==> config.mk <==
export PLATFORM = sky130hd
export DESIGN_NAME = matrix_multiply_engine_flat
export DESIGN_NICKNAME = d
export VERILOG_FILES = /design/src/rtl/mme_pkg.sv /design/src/rtl/mme_req_if.sv /design/src/rtl/mme_rsp_if.sv /design/src/rtl/mme_ram.sv /design/src/rtl/mme_ctrl.sv /design/src/rtl/mme_datapath.sv /design/src/rtl/matrix_multiply_engine.sv /design/src/flat_wrapper.sv
export VERILOG_INCLUDE_DIRS = /design/src /design/src/rtl
export SDC_FILE = /design/constraint.sdc
export NUM_CORES = 2
export LEC_CHECK = 0
export ABC_CLOCK_PERIOD_IN_PS = 7800
export CAP_MARGIN = 20
export CORE_ASPECT_RATIO = 0.9
export CORE_UTILIZATION = 35
export DETAILED_ROUTE_END_ITERATION = 10
export DONT_BUFFER_PORTS = 1
export GPL_ROUTABILITY_DRIVEN = 0
export GPL_TIMING_DRIVEN = 0
export MAX_ROUTING_LAYER = met4
export SYNTH_ARGS = -nofsm -noshare
export SYNTH_HDL_FRONTEND = slang
export SYNTH_SLANG_ARGS = --single-unit
==> constraint.sdc <==
create_clock -name clock -period 7.8 [get_ports clock]
set_input_delay 1.17 -clock clock [delete_from_list [all_inputs] [get_ports clock]]
set_output_delay 1.17 -clock clock [all_outputs]
set_load 0.05 [all_outputs]
==> src/rtl/matrix_multiply_engine_defines.svh <==
// Assertion macros for the matrix multiply engine.
// Included by files that carry concurrent checks; no other dependencies.
`ifndef MATRIX_MULTIPLY_ENGINE_DEFINES_SVH
`define MATRIX_MULTIPLY_ENGINE_DEFINES_SVH

// Same-cycle implication, disabled during reset.
`define MME_ASSERT_IMPL(label, clk, rst, ante, cons, msg) \
   label: assert property (@(posedge clk) disable iff (rst) (ante) |-> (cons)) \
      else $error(msg);

// Next-cycle implication, disabled during reset.
`define MME_ASSERT_NEXT(label, clk, rst, ante, cons, msg) \
   label: assert property (@(posedge clk) disable iff (rst) (ante) |=> (cons)) \
      else $error(msg);

`endif

==> src/rtl/mme_pkg.sv <==
// Shared types and constants for the matrix multiply engine.
// No dependencies; imported by the interfaces and by all modules except mme_ram.
package mme_pkg;

   localparam int IDX_W     = 3;   // row/col index width
   localparam int OPC_W     = 2;
   localparam int VALUE_W   = 16;
   localparam int DOT_W     = 35;
   localparam int CFG_W     = 4;   // dimension register width
   localparam int CSR_IDX_W = 2;

   localparam logic [CSR_IDX_W-1:0] CSR_ROWS_M    = 2'd0;
   localparam logic [CSR_IDX_W-1:0] CSR_INNER_DIM = 2'd1;
   localparam logic [CSR_IDX_W-1:0] CSR_COLS_N    = 2'd2;

   localparam logic [CFG_W-1:0] ROWS_M_RESET    = 4'd3;
   localparam logic [CFG_W-1:0] INNER_DIM_RESET = 4'd4;
   localparam logic [CFG_W-1:0] COLS_N_RESET    = 4'd3;

   typedef enum logic [OPC_W-1:0] {
      OP_LOAD_M  = 2'd0,
      OP_LOAD_N  = 2'd1,
      OP_COMPUTE = 2'd2
   } op_type;

   typedef enum logic [1:0] {
      ST_IDLE,
      ST_ISSUE,
      ST_DRAIN
   } state_type;

   // controller -> datapath
   typedef struct packed {
      logic             wr_m;
      logic             wr_n;
      logic             rd_en;
      logic             first;
      logic             last_k;
      logic             out_load;
      logic             out_last;
      logic [IDX_W-1:0] row;
      logic [IDX_W-1:0] col;
      logic [IDX_W-1:0] k;
   } dp_cmd_type;

   // datapath -> controller
   typedef struct packed {
      logic acc_done;
      logic out_free;
   } dp_status_type;

endpackage

==> src/rtl/mme_req_if.sv <==
// Request channel interface: opcode, element index and value.
// Depends on mme_pkg.
interface mme_req_if import mme_pkg::*; ();
   logic                      valid;
   logic                      ready;
   logic [OPC_W-1:0]          opcode;
   logic [IDX_W-1:0]          row;
   logic [IDX_W-1:0]          col;
   logic signed [VALUE_W-1:0] value;

   modport source (output valid, opcode, row, col, value, input ready);
   modport sink   (input valid, opcode, row, col, value, output ready);
endinterface

==> src/rtl/mme_rsp_if.sv <==
// Response channel interface: one product element per transfer.
// Depends on mme_pkg.
interface mme_rsp_if import mme_pkg::*; ();
   logic                    valid;
   logic                    ready;
   logic [IDX_W-1:0]        out_row;
   logic [IDX_W-1:0]        out_col;
   logic signed [DOT_W-1:0] dot_value;
   logic                    last;

   modport source (output valid, out_row, out_col, dot_value, last, input ready);
   modport sink   (input valid, out_row, out_col, dot_value, last, output ready);
endinterface

==> src/rtl/mme_ram.sv <==
// Generic single-write, single-read RAM with registered read data.
// No dependencies.
module mme_ram #(
   parameter int WIDTH = 16,
   parameter int DEPTH = 64,
   localparam int AW = (DEPTH > 1) ? $clog2(DEPTH) : 1
) (
   input  logic             clock,
   input  logic             wr_en,
   input  logic [AW-1:0]    wr_addr,
   input  logic [WIDTH-1:0] wr_data,
   input  logic             rd_en,
   input  logic [AW-1:0]    rd_addr,
   output logic [WIDTH-1:0] rd_data
);

   logic [WIDTH-1:0] mem_ff [DEPTH];
   logic [WIDTH-1:0] rd_data_ff;

   always_ff @(posedge clock) begin
      if (wr_en) begin
         mem_ff[wr_addr] <= wr_data;
      end
      if (rd_en) begin
         rd_data_ff <= mem_ff[rd_addr];
      end
   end

   assign rd_data = rd_data_ff;

endmodule

==> src/rtl/mme_ctrl.sv <==
// Controller: dimension registers, request decode and the r/c/k sequencer.
// Depends on mme_pkg.
module mme_ctrl import mme_pkg::*; #(
   parameter int MAX_DIM = 8
) (
   input  logic                 clock,
   input  logic                 reset,
   input  logic                 req_valid,
   input  logic [OPC_W-1:0]     req_opcode,
   output logic                 req_ready,
   input  logic                 csr_wr_en,
   input  logic [CSR_IDX_W-1:0] csr_index,
   input  logic [CFG_W-1:0]     csr_wdata,
   input  dp_status_type        status,
   output dp_cmd_type           cmd
);

   logic [CFG_W-1:0] rows_m_ff, inner_dim_ff, cols_n_ff;
   state_type        state_ff, state_in;
   logic [IDX_W-1:0] r_ff, r_in, c_ff, c_in, k_ff, k_in;
   logic [CFG_W-1:0] nr, nk, nc;
   logic             accept, last_k, last_elem, emit;

   function automatic logic [CFG_W-1:0] clamp_dim(input logic [CFG_W-1:0] d);
      logic [CFG_W-1:0] lim;
      lim = CFG_W'(MAX_DIM);
      if (d == '0) begin
         return CFG_W'(1);
      end else if (d > lim) begin
         return lim;
      end
      return d;
   endfunction

   always_ff @(posedge clock) begin
      if (reset) begin
         rows_m_ff    <= ROWS_M_RESET;
         inner_dim_ff <= INNER_DIM_RESET;
         cols_n_ff    <= COLS_N_RESET;
      end else if (csr_wr_en) begin
         case (csr_index)
            CSR_ROWS_M:    rows_m_ff    <= csr_wdata;
            CSR_INNER_DIM: inner_dim_ff <= csr_wdata;
            CSR_COLS_N:    cols_n_ff    <= csr_wdata;
            default: ;
         endcase
      end
   end

   assign nr = clamp_dim(rows_m_ff);
   assign nk = clamp_dim(inner_dim_ff);
   assign nc = clamp_dim(cols_n_ff);

   assign accept    = req_valid && (state_ff == ST_IDLE);
   assign last_k    = ({1'b0, k_ff} == nk - CFG_W'(1));
   assign last_elem = ({1'b0, r_ff} == nr - CFG_W'(1)) && ({1'b0, c_ff} == nc - CFG_W'(1));
   assign emit      = (state_ff == ST_DRAIN) && status.acc_done && status.out_free;

   always_ff @(posedge clock) begin
      if (reset) begin
         state_ff <= ST_IDLE;
         r_ff     <= '0;
         c_ff     <= '0;
         k_ff     <= '0;
      end else begin
         state_ff <= state_in;
         r_ff     <= r_in;
         c_ff     <= c_in;
         k_ff     <= k_in;
      end
   end

   // next state and counters
   always_comb begin
      state_in = state_ff;
      r_in     = r_ff;
      c_in     = c_ff;
      k_in     = k_ff;
      case (state_ff)
         ST_IDLE: begin
            if (accept && (req_opcode == OP_COMPUTE)) begin
               r_in     = '0;
               c_in     = '0;
               k_in     = '0;
               state_in = ST_ISSUE;
            end
         end
         ST_ISSUE: begin
            if (last_k) begin
               k_in     = '0;
               state_in = ST_DRAIN;
            end else begin
               k_in = k_ff + IDX_W'(1);
            end
         end
         ST_DRAIN: begin
            if (emit) begin
               if (last_elem) begin
                  state_in = ST_IDLE;
               end else begin
                  state_in = ST_ISSUE;
                  if ({1'b0, c_ff} == nc - CFG_W'(1)) begin
                     c_in = '0;
                     r_in = r_ff + IDX_W'(1);
                  end else begin
                     c_in = c_ff + IDX_W'(1);
                  end
               end
            end
         end
         default: state_in = ST_IDLE;
      endcase
   end

   // outputs
   always_comb begin
      req_ready    = (state_ff == ST_IDLE);
      cmd.wr_m     = accept && (req_opcode == OP_LOAD_M);
      cmd.wr_n     = accept && (req_opcode == OP_LOAD_N);
      cmd.rd_en    = (state_ff == ST_ISSUE);
      cmd.first    = (k_ff == '0);
      cmd.last_k   = last_k;
      cmd.out_load = emit;
      cmd.out_last = last_elem;
      cmd.row      = r_ff;
      cmd.col      = c_ff;
      cmd.k        = k_ff;
   end

endmodule

==> src/rtl/mme_datapath.sv <==
// Datapath: M and N element stores, multiply-accumulate pipeline, output register.
// Depends on mme_pkg and mme_ram.
module mme_datapath import mme_pkg::*; #(
   parameter int MAX_DIM      = 8,
   parameter int ELEMENT_BITS = 16
) (
   input  logic                      clock,
   input  logic                      reset,
   input  dp_cmd_type                cmd,
   output dp_status_type             status,
   input  logic [IDX_W-1:0]          req_row,
   input  logic [IDX_W-1:0]          req_col,
   input  logic signed [VALUE_W-1:0] req_value,
   input  logic                      rsp_ready,
   output logic                      rsp_valid,
   output logic [IDX_W-1:0]          rsp_out_row,
   output logic [IDX_W-1:0]          rsp_out_col,
   output logic signed [DOT_W-1:0]   rsp_dot_value,
   output logic                      rsp_last
);

   localparam int DEPTH  = MAX_DIM * MAX_DIM;
   localparam int ADDR_W = (DEPTH > 1) ? $clog2(DEPTH) : 1;
   localparam int PROD_W = 2 * ELEMENT_BITS;

   logic signed [ELEMENT_BITS-1:0] elem, m_rd, n_rd;
   logic [ADDR_W-1:0]              wr_addr, rd_addr_m, rd_addr_n;
   logic                           in_range;

   logic                    s1_valid_ff, s1_first_ff, s1_last_ff;
   logic                    s2_valid_ff, s2_first_ff, s2_last_ff;
   logic signed [PROD_W-1:0] prod_in, prod_ff;
   logic signed [DOT_W-1:0]  prod_ext, acc_ff, acc_in;
   logic                    done_ff, done_in;
   logic                    rsp_valid_ff, rsp_valid_in;
   logic [IDX_W-1:0]        out_row_ff, out_col_ff;
   logic signed [DOT_W-1:0] dot_ff;
   logic                    last_ff;

   // narrower elements keep their low bits; wider ones see the 16-bit pattern zero-extended
   assign elem      = ELEMENT_BITS'($unsigned(req_value));
   assign in_range  = (int'(req_row) < MAX_DIM) && (int'(req_col) < MAX_DIM);
   assign wr_addr   = ADDR_W'(int'(req_row) * MAX_DIM + int'(req_col));
   assign rd_addr_m = ADDR_W'(int'(cmd.row) * MAX_DIM + int'(cmd.k));
   assign rd_addr_n = ADDR_W'(int'(cmd.k) * MAX_DIM + int'(cmd.col));

   mme_ram #(.WIDTH(ELEMENT_BITS), .DEPTH(DEPTH)) u_store_m (
      .clock   (clock),
      .wr_en   (cmd.wr_m && in_range),
      .wr_addr (wr_addr),
      .wr_data (elem),
      .rd_en   (cmd.rd_en),
      .rd_addr (rd_addr_m),
      .rd_data (m_rd)
   );

   mme_ram #(.WIDTH(ELEMENT_BITS), .DEPTH(DEPTH)) u_store_n (
      .clock   (clock),
      .wr_en   (cmd.wr_n && in_range),
      .wr_addr (wr_addr),
      .wr_data (elem),
      .rd_en   (cmd.rd_en),
      .rd_addr (rd_addr_n),
      .rd_data (n_rd)
   );

   assign prod_in  = PROD_W'(m_rd) * PROD_W'(n_rd);
   assign prod_ext = DOT_W'(prod_ff);   // sign-extend or wrap to the result width
   assign acc_in   = s2_first_ff ? prod_ext : acc_ff + prod_ext;

   always_comb begin
      done_in = done_ff;
      if (cmd.out_load) begin
         done_in = 1'b0;
      end else if (s2_valid_ff && s2_last_ff) begin
         done_in = 1'b1;
      end
   end

   always_comb begin
      rsp_valid_in = rsp_valid_ff;
      if (cmd.out_load) begin
         rsp_valid_in = 1'b1;
      end else if (rsp_ready) begin
         rsp_valid_in = 1'b0;
      end
   end

   always_ff @(posedge clock) begin
      if (reset) begin
         s1_valid_ff  <= 1'b0;
         s2_valid_ff  <= 1'b0;
         done_ff      <= 1'b0;
         rsp_valid_ff <= 1'b0;
      end else begin
         s1_valid_ff  <= cmd.rd_en;
         s2_valid_ff  <= s1_valid_ff;
         done_ff      <= done_in;
         rsp_valid_ff <= rsp_valid_in;
      end
   end

   always_ff @(posedge clock) begin
      s1_first_ff <= cmd.first;
      s1_last_ff  <= cmd.last_k;
      s2_first_ff <= s1_first_ff;
      s2_last_ff  <= s1_last_ff;
      prod_ff     <= prod_in;
      if (s2_valid_ff) begin
         acc_ff <= acc_in;
      end
      if (cmd.out_load) begin
         out_row_ff <= cmd.row;
         out_col_ff <= cmd.col;
         dot_ff     <= acc_ff;
         last_ff    <= cmd.out_last;
      end
   end

   assign status.acc_done = done_ff;
   assign status.out_free = !rsp_valid_ff || rsp_ready;

   assign rsp_valid     = rsp_valid_ff;
   assign rsp_out_row   = out_row_ff;
   assign rsp_out_col   = out_col_ff;
   assign rsp_dot_value = dot_ff;
   assign rsp_last      = last_ff;

endmodule

==> src/rtl/matrix_multiply_engine.sv <==
// Matrix multiply engine, P = M x N over signed integer elements. A load request
// (opcode load M / load N) transfers one element into the matching store; indices at
// or beyond MAX_DIM are dropped. A compute request streams every element of P in
// row-major order on the response channel, the final one with last set. For each
// element, one store read of M and of N per cycle feeds the single multiply-accumulate
// unit, followed by the read, multiply and accumulate stages; the sum then goes into
// the output register once that is free, so the response side can stall a compute.
// The next request is taken as soon as the last element sits in the output register.
// Dimension registers of 0 act as 1, values above MAX_DIM act as MAX_DIM. Sums wrap
// to the 35-bit result width. Store entries hold nothing defined until loaded.
// Depends on mme_pkg, mme_req_if, mme_rsp_if, mme_ctrl, mme_datapath and the defines header.
`include "matrix_multiply_engine_defines.svh"

module matrix_multiply_engine import mme_pkg::*; #(
   parameter int MAX_DIM      = 8,
   parameter int ELEMENT_BITS = 16
) (
   input  logic                 clock,
   input  logic                 reset,
   mme_req_if.sink              req_ch,
   mme_rsp_if.source            rsp_ch,
   input  logic                 csr_wr_en,
   input  logic [CSR_IDX_W-1:0] csr_index,
   input  logic [CFG_W-1:0]     csr_wdata
);

   dp_cmd_type    cmd;      // sequencer commands to the datapath
   dp_status_type status;   // accumulator done / output register free
   logic          req_ready;

   // controller: owns the dimension registers and walks r, c, k
   mme_ctrl #(.MAX_DIM(MAX_DIM)) u_ctrl (
      .clock      (clock),
      .reset      (reset),
      .req_valid  (req_ch.valid),
      .req_opcode (req_ch.opcode),
      .req_ready  (req_ready),
      .csr_wr_en  (csr_wr_en),
      .csr_index  (csr_index),
      .csr_wdata  (csr_wdata),
      .status     (status),
      .cmd        (cmd)
   );

   assign req_ch.ready = req_ready;

   // datapath: element stores, MAC pipeline and response register
   mme_datapath #(.MAX_DIM(MAX_DIM), .ELEMENT_BITS(ELEMENT_BITS)) u_datapath (
      .clock         (clock),
      .reset         (reset),
      .cmd           (cmd),
      .status        (status),
      .req_row       (req_ch.row),
      .req_col       (req_ch.col),
      .req_value     (req_ch.value),
      .rsp_ready     (rsp_ch.ready),
      .rsp_valid     (rsp_ch.valid),
      .rsp_out_row   (rsp_ch.out_row),
      .rsp_out_col   (rsp_ch.out_col),
      .rsp_dot_value (rsp_ch.dot_value),
      .rsp_last      (rsp_ch.last)
   );

   // a result only enters the output register once the sum is complete and the slot is free
   `MME_ASSERT_IMPL(a_load_ok, clock, reset, cmd.out_load, status.acc_done && status.out_free, "output loaded early")
   // store reads run only while no request can be taken
   `MME_ASSERT_IMPL(a_rd_busy, clock, reset, cmd.rd_en, !req_ch.ready, "store read while open")
   // after the final element is loaded the engine reopens for requests
   `MME_ASSERT_NEXT(a_reopen, clock, reset, cmd.out_load && cmd.out_last, req_ch.ready, "not idle after last")

endmodule
==> src/flat_wrapper.sv <==
// flat-port wrapper written by rule: the top's interface ports become plain ports
module matrix_multiply_engine_flat import mme_pkg::*;
#(
   parameter int MAX_DIM      = 8,
   parameter int ELEMENT_BITS = 16
)
  (clock, reset, csr_wr_en, csr_index, csr_wdata, req_ch_valid, req_ch_opcode, req_ch_row, req_ch_col, req_ch_value, req_ch_ready, rsp_ch_valid, rsp_ch_out_row, rsp_ch_out_col, rsp_ch_dot_value, rsp_ch_last, rsp_ch_ready);
  mme_req_if req_ch_i ();
  mme_rsp_if rsp_ch_i ();
  input  logic clock;
  input  logic reset;
  input  logic csr_wr_en;
  input  logic [CSR_IDX_W-1:0] csr_index;
  input  logic [CFG_W-1:0] csr_wdata;
  input wire logic [$bits(req_ch_i.valid)-1:0] req_ch_valid;
  input wire logic [$bits(req_ch_i.opcode)-1:0] req_ch_opcode;
  input wire logic [$bits(req_ch_i.row)-1:0] req_ch_row;
  input wire logic [$bits(req_ch_i.col)-1:0] req_ch_col;
  input wire logic [$bits(req_ch_i.value)-1:0] req_ch_value;
  output wire logic [$bits(req_ch_i.ready)-1:0] req_ch_ready;
  output wire logic [$bits(rsp_ch_i.valid)-1:0] rsp_ch_valid;
  output wire logic [$bits(rsp_ch_i.out_row)-1:0] rsp_ch_out_row;
  output wire logic [$bits(rsp_ch_i.out_col)-1:0] rsp_ch_out_col;
  output wire logic [$bits(rsp_ch_i.dot_value)-1:0] rsp_ch_dot_value;
  output wire logic [$bits(rsp_ch_i.last)-1:0] rsp_ch_last;
  input wire logic [$bits(rsp_ch_i.ready)-1:0] rsp_ch_ready;
  assign req_ch_i.valid = req_ch_valid;
  assign req_ch_i.opcode = req_ch_opcode;
  assign req_ch_i.row = req_ch_row;
  assign req_ch_i.col = req_ch_col;
  assign req_ch_i.value = req_ch_value;
  assign req_ch_ready = req_ch_i.ready;
  assign rsp_ch_valid = rsp_ch_i.valid;
  assign rsp_ch_out_row = rsp_ch_i.out_row;
  assign rsp_ch_out_col = rsp_ch_i.out_col;
  assign rsp_ch_dot_value = rsp_ch_i.dot_value;
  assign rsp_ch_last = rsp_ch_i.last;
  assign rsp_ch_i.ready = rsp_ch_ready;
  matrix_multiply_engine #(.MAX_DIM(MAX_DIM), .ELEMENT_BITS(ELEMENT_BITS)) u_core (.clock(clock), .reset(reset), .req_ch(req_ch_i), .rsp_ch(rsp_ch_i), .csr_wr_en(csr_wr_en), .csr_index(csr_index), .csr_wdata(csr_wdata));
endmodule
==> results_dict.tcl <==
set metrics [dict create \
    min_path_type "flip-flop to flip-flop" \
    path_max_fanout 10 \
    rr_startpoint "u_core.u_datapath.u_store_n.rd_data[2]" \
    grt_usage_pct 18.1 \
    postSynth.asyncResetShare_pct 0 \
    ant_nets 0 \
    wire_per_inst_um 27.2 \
    fillCellCount 23889 \
    cts_root_buf "clkbuf_16" \
    htree_levels 4 \
    num-nets-final 5537 \
    syn_inst 4757 \
    synth_cell_types 75 \
    fmax_mhz 139 \
    power_density_mw_per_mm2 273 \
    grt_pass1_vias 47634 \
    die_w_um 552 \
    multi_input_area_mm2 0.0275 \
    seq_area_frac_synth_pct 69.3 \
    drtIter0Drc 5449 \
    period_share_pct 92.3 \
    syn_avg_cell_area_um2 20.0 \
    crit_required_ps 8490 \
    dpl.hpwl_um 161000 \
    p_sw_mw 8.10 \
    p_comb_share_pct 20.8 \
    vias 47035 \
    period_needed_ps 7200 \
    grt_pass1_wl_um 348000 \
    ff2ff_setup_slack_ps 600 \
    dieArea_mm2 0.274 \
    io_buffers 0 \
    crit_path_start_kind "flip-flop" \
    worst_r2r_endpoint "u_core.u_datapath.prod_ff[31]" \
    endpoint_kind "flip-flop" \
    synth_edf_count 2157 \
    holdWs_ps 325 \
    synth_flop_cell "edfxtp_1" \
    syn-num-nets 5178 \
    finalHoldViolations 0 \
    rsz0062_at_grt "false" \
    max_cap_viol_count 0 \
    seq_area_mm2 0.0660 \
    row_count 181 \
    fp.coreArea_mm2 0.270 \
    grt.overflow.total 0 \
    clockBufferDepth 4 \
    arrival_ps 7890 \
    ys_ff_latch 2220 \
    setup_viol 0 \
    slowest_delay_ps 760 \
    wl_um 241000 \
    start_util_pct 35.2 \
    whs_path_depth 0 \
    vias_per_cell 5.30 \
    drc 0 \
    ctsHoldBuffers 0 \
    relSlewSlack_pct 20.7 \
    whs_endpoint "u_core.u_datapath.s2_last_ff" \
    power.internal_mw 21.7 \
    critPathKind "flip-flop to flip-flop" \
    switching_share_pct 27.2 \
    final_max_slew_viol_count 0 \
    clk_pin_slew_ps 60 \
    final.setup_skew_ps 128 \
    cts_num_sinks 2220 \
    tns_ps 0 \
    crit_path_frequent_cell "fa_1" \
    tightest_slew_ps 1190 \
    dpl-instance-area_mm2 0.102 \
    drive_above_1_share_pct 24.8 \
    seqPwrFrac_pct 45.0 \
    post_cts_resized 0 \
    cts_tree "done" \
    antenna_found_initial 15 \
    p_leak_nw 34.9 \
    min_from "u_core.u_datapath.s1_last_ff" \
    rr_worst_depth 21 \
    io_pins 79 \
    syn2layout_area_growth_pct 14.4 \
    insertion_delay_ps 930 \
    final_area_mm2 0.109 \
    first_pass_iters 5 \
    peakVddDrop_mv 0.338 \
    cts_made_buffers 225 \
    grt_start_max_net_pins 129 \
    crit_chain "clkbuf_1 -> nand2_1 -> fa_1 -> inv_1 -> fa_1 -> inv_1 -> fa_1 -> inv_1 -> fa_1 -> inv_1 -> fa_1 -> inv_1 -> fa_1 -> ha_1 -> clkbuf_1 -> nand2_1 -> nor3_1 -> nand3_1 -> a211oi_1 -> nor4b_1 -> a311o_1" \
    synthesis.area_mm2 0.0953 \
    cts_setup_buffers 0 \
    status "finished, final reports clean" \
    clkPwrFrac_pct 34.3 \
    ys_warn_count 0 \
    crit_slowest_cell "fa_1" \
    die_h_um 497 \
]
[layout make-up]
cell class	instances	share of cell area, %
diodes	10	0.0230
clock inverters	115	0.843
flip-flops and latches	2220	60.6
clock buffers	292	5.43
well taps	3568	4.10
inverters	319	1.10
plain buffers	213	0.835
multi-input cells	2005	25.2
repair buffers	132	1.87
[power by group through the flow]
stage          clock network [mW]  registers [mW]  logic, mW
5_1_grt                      10.8            13.4       6.97
6_report                     10.2            13.4       6.18
2_1_floorplan                   0            13.6       4.76
4_1_cts                      10.4            13.4       6.19
3_5_place_dp                    0            13.6       6.14
3_3_place_gp                    0            13.6       6.01
[routing by layer]
layer	GRT usage, %	up-vias	part of all wire [%]
li1	-	19532	-
met1	25.8	25363	44
met2	27.0	1818	46
met3	3.80	322	8.4
met4	3.69	0	2.1
met5	-	-	0
[cells in the final DEF (no fill, tap or decap), drive strengths merged, types with 10 or more instances in the layout]
| cell type | count |
|---|---|
| a21oi | 66 |
| fa | 263 |
| o31ai | 10 |
| o21bai | 13 |
| dfxtp | 63 |
| nand2b | 20 |
| a21o | 19 |
| nand3 | 24 |
| and2 | 115 |
| buf | 214 |
| mux4 | 672 |
| nor3 | 22 |
| nor2 | 206 |
| xnor2 | 50 |
| ha | 123 |
| o21ai | 50 |
| inv | 323 |
| nor2b | 12 |
| clkinv | 92 |
| edfxtp | 2157 |
| nand2 | 202 |
| diode | 10 |
| xor2 | 17 |
| clkbuf | 423 |
| a211o | 10 |
| bufinv | 11 |
[cell families after synthesis]
family	Yosys count	share of synthesized area, %
AOI/OAI and AO/OA	228	1.60
DFF	2220	69.3
xor gates and xnor gates	67	0.616
buffers and inverters	532	2.20
muxes	679	16.0
adders and majority gates	386	7.14
and+or+nand+nor	645	3.16
[registers in the layout, summed over array words and instances, names as in the netlist, 16 cells and up]
signal	count
u_core.u_datapath.acc_ff	35
u_core.u_datapath.prod_ff	32
u_core.u_datapath.rsp_dot_value	35
u_core.u_datapath.u_store_m.mem_ff	1024
u_core.u_datapath.u_store_m.rd_data	16
u_core.u_datapath.u_store_n.mem_ff	1024
u_core.u_datapath.u_store_n.rd_data	16
[synthesized netlist by cell type, types with 21 or more instances]
cell	instances	area (um2)
edfxtp_1	2157	64800
nand3_1	24	120
mux4_2	672	15100
dfxtp_1	63	1260
ha_1	123	1540
a21oi_1	65	325
clkbuf_1	131	492
nor3_1	21	105
nor2_1	206	773
buf_1	24	90.1
o21ai_0	46	230
fa_1	263	5270
inv_1	316	1190
buf_2	52	260
nand2_1	202	758
xnor2_1	50	438
and2_1	115	719
[critical path: cells and delay by family, from the launching register on]
kind                     cells  cell delay (ps)
flip-flops                   1              550
AND/OR/NAND/NOR              5              850
adder cells (fa/ha/maj)      7             3670
AO/OA/AOI/OAI                2              720
buffers and inverters        7             1240
[per-stage QoR]
stage	std cells	total power [mW]	worst slack [ps]	utilization [%]
floorplan	4757	18.4	1760	-
global placement	8325	19.7	684	36.9
detailed placement	8455	19.8	674	37.7
CTS	8862	29.9	633	40.3
global route	8869	31.2	248	40.3
finish	8874	29.8	599	40.3
[how the worst max path moves through the flow]
stage	slack, ps	start	cells past startpoint	endpoint
6_report	600	u_core.u_datapath.u_store_n.rd_data[2]	21	u_core.u_datapath.prod_ff[31]
2_1_floorplan	1760	u_core.u_datapath.u_store_m.rd_data[15]	21	u_core.u_datapath.prod_ff[31]
3_3_place_gp	680	u_core.u_datapath.u_store_m.rd_data[15]	21	u_core.u_datapath.prod_ff[31]
5_1_grt	250	u_core.u_datapath.u_store_m.rd_data[15]	21	u_core.u_datapath.prod_ff[31]
3_5_place_dp	670	u_core.u_datapath.u_store_m.rd_data[15]	21	u_core.u_datapath.prod_ff[31]
4_1_cts	630	u_core.u_datapath.u_store_n.rd_data[2]	21	u_core.u_datapath.prod_ff[31]
Note: power is estimated with default switching activity, not from simulation.
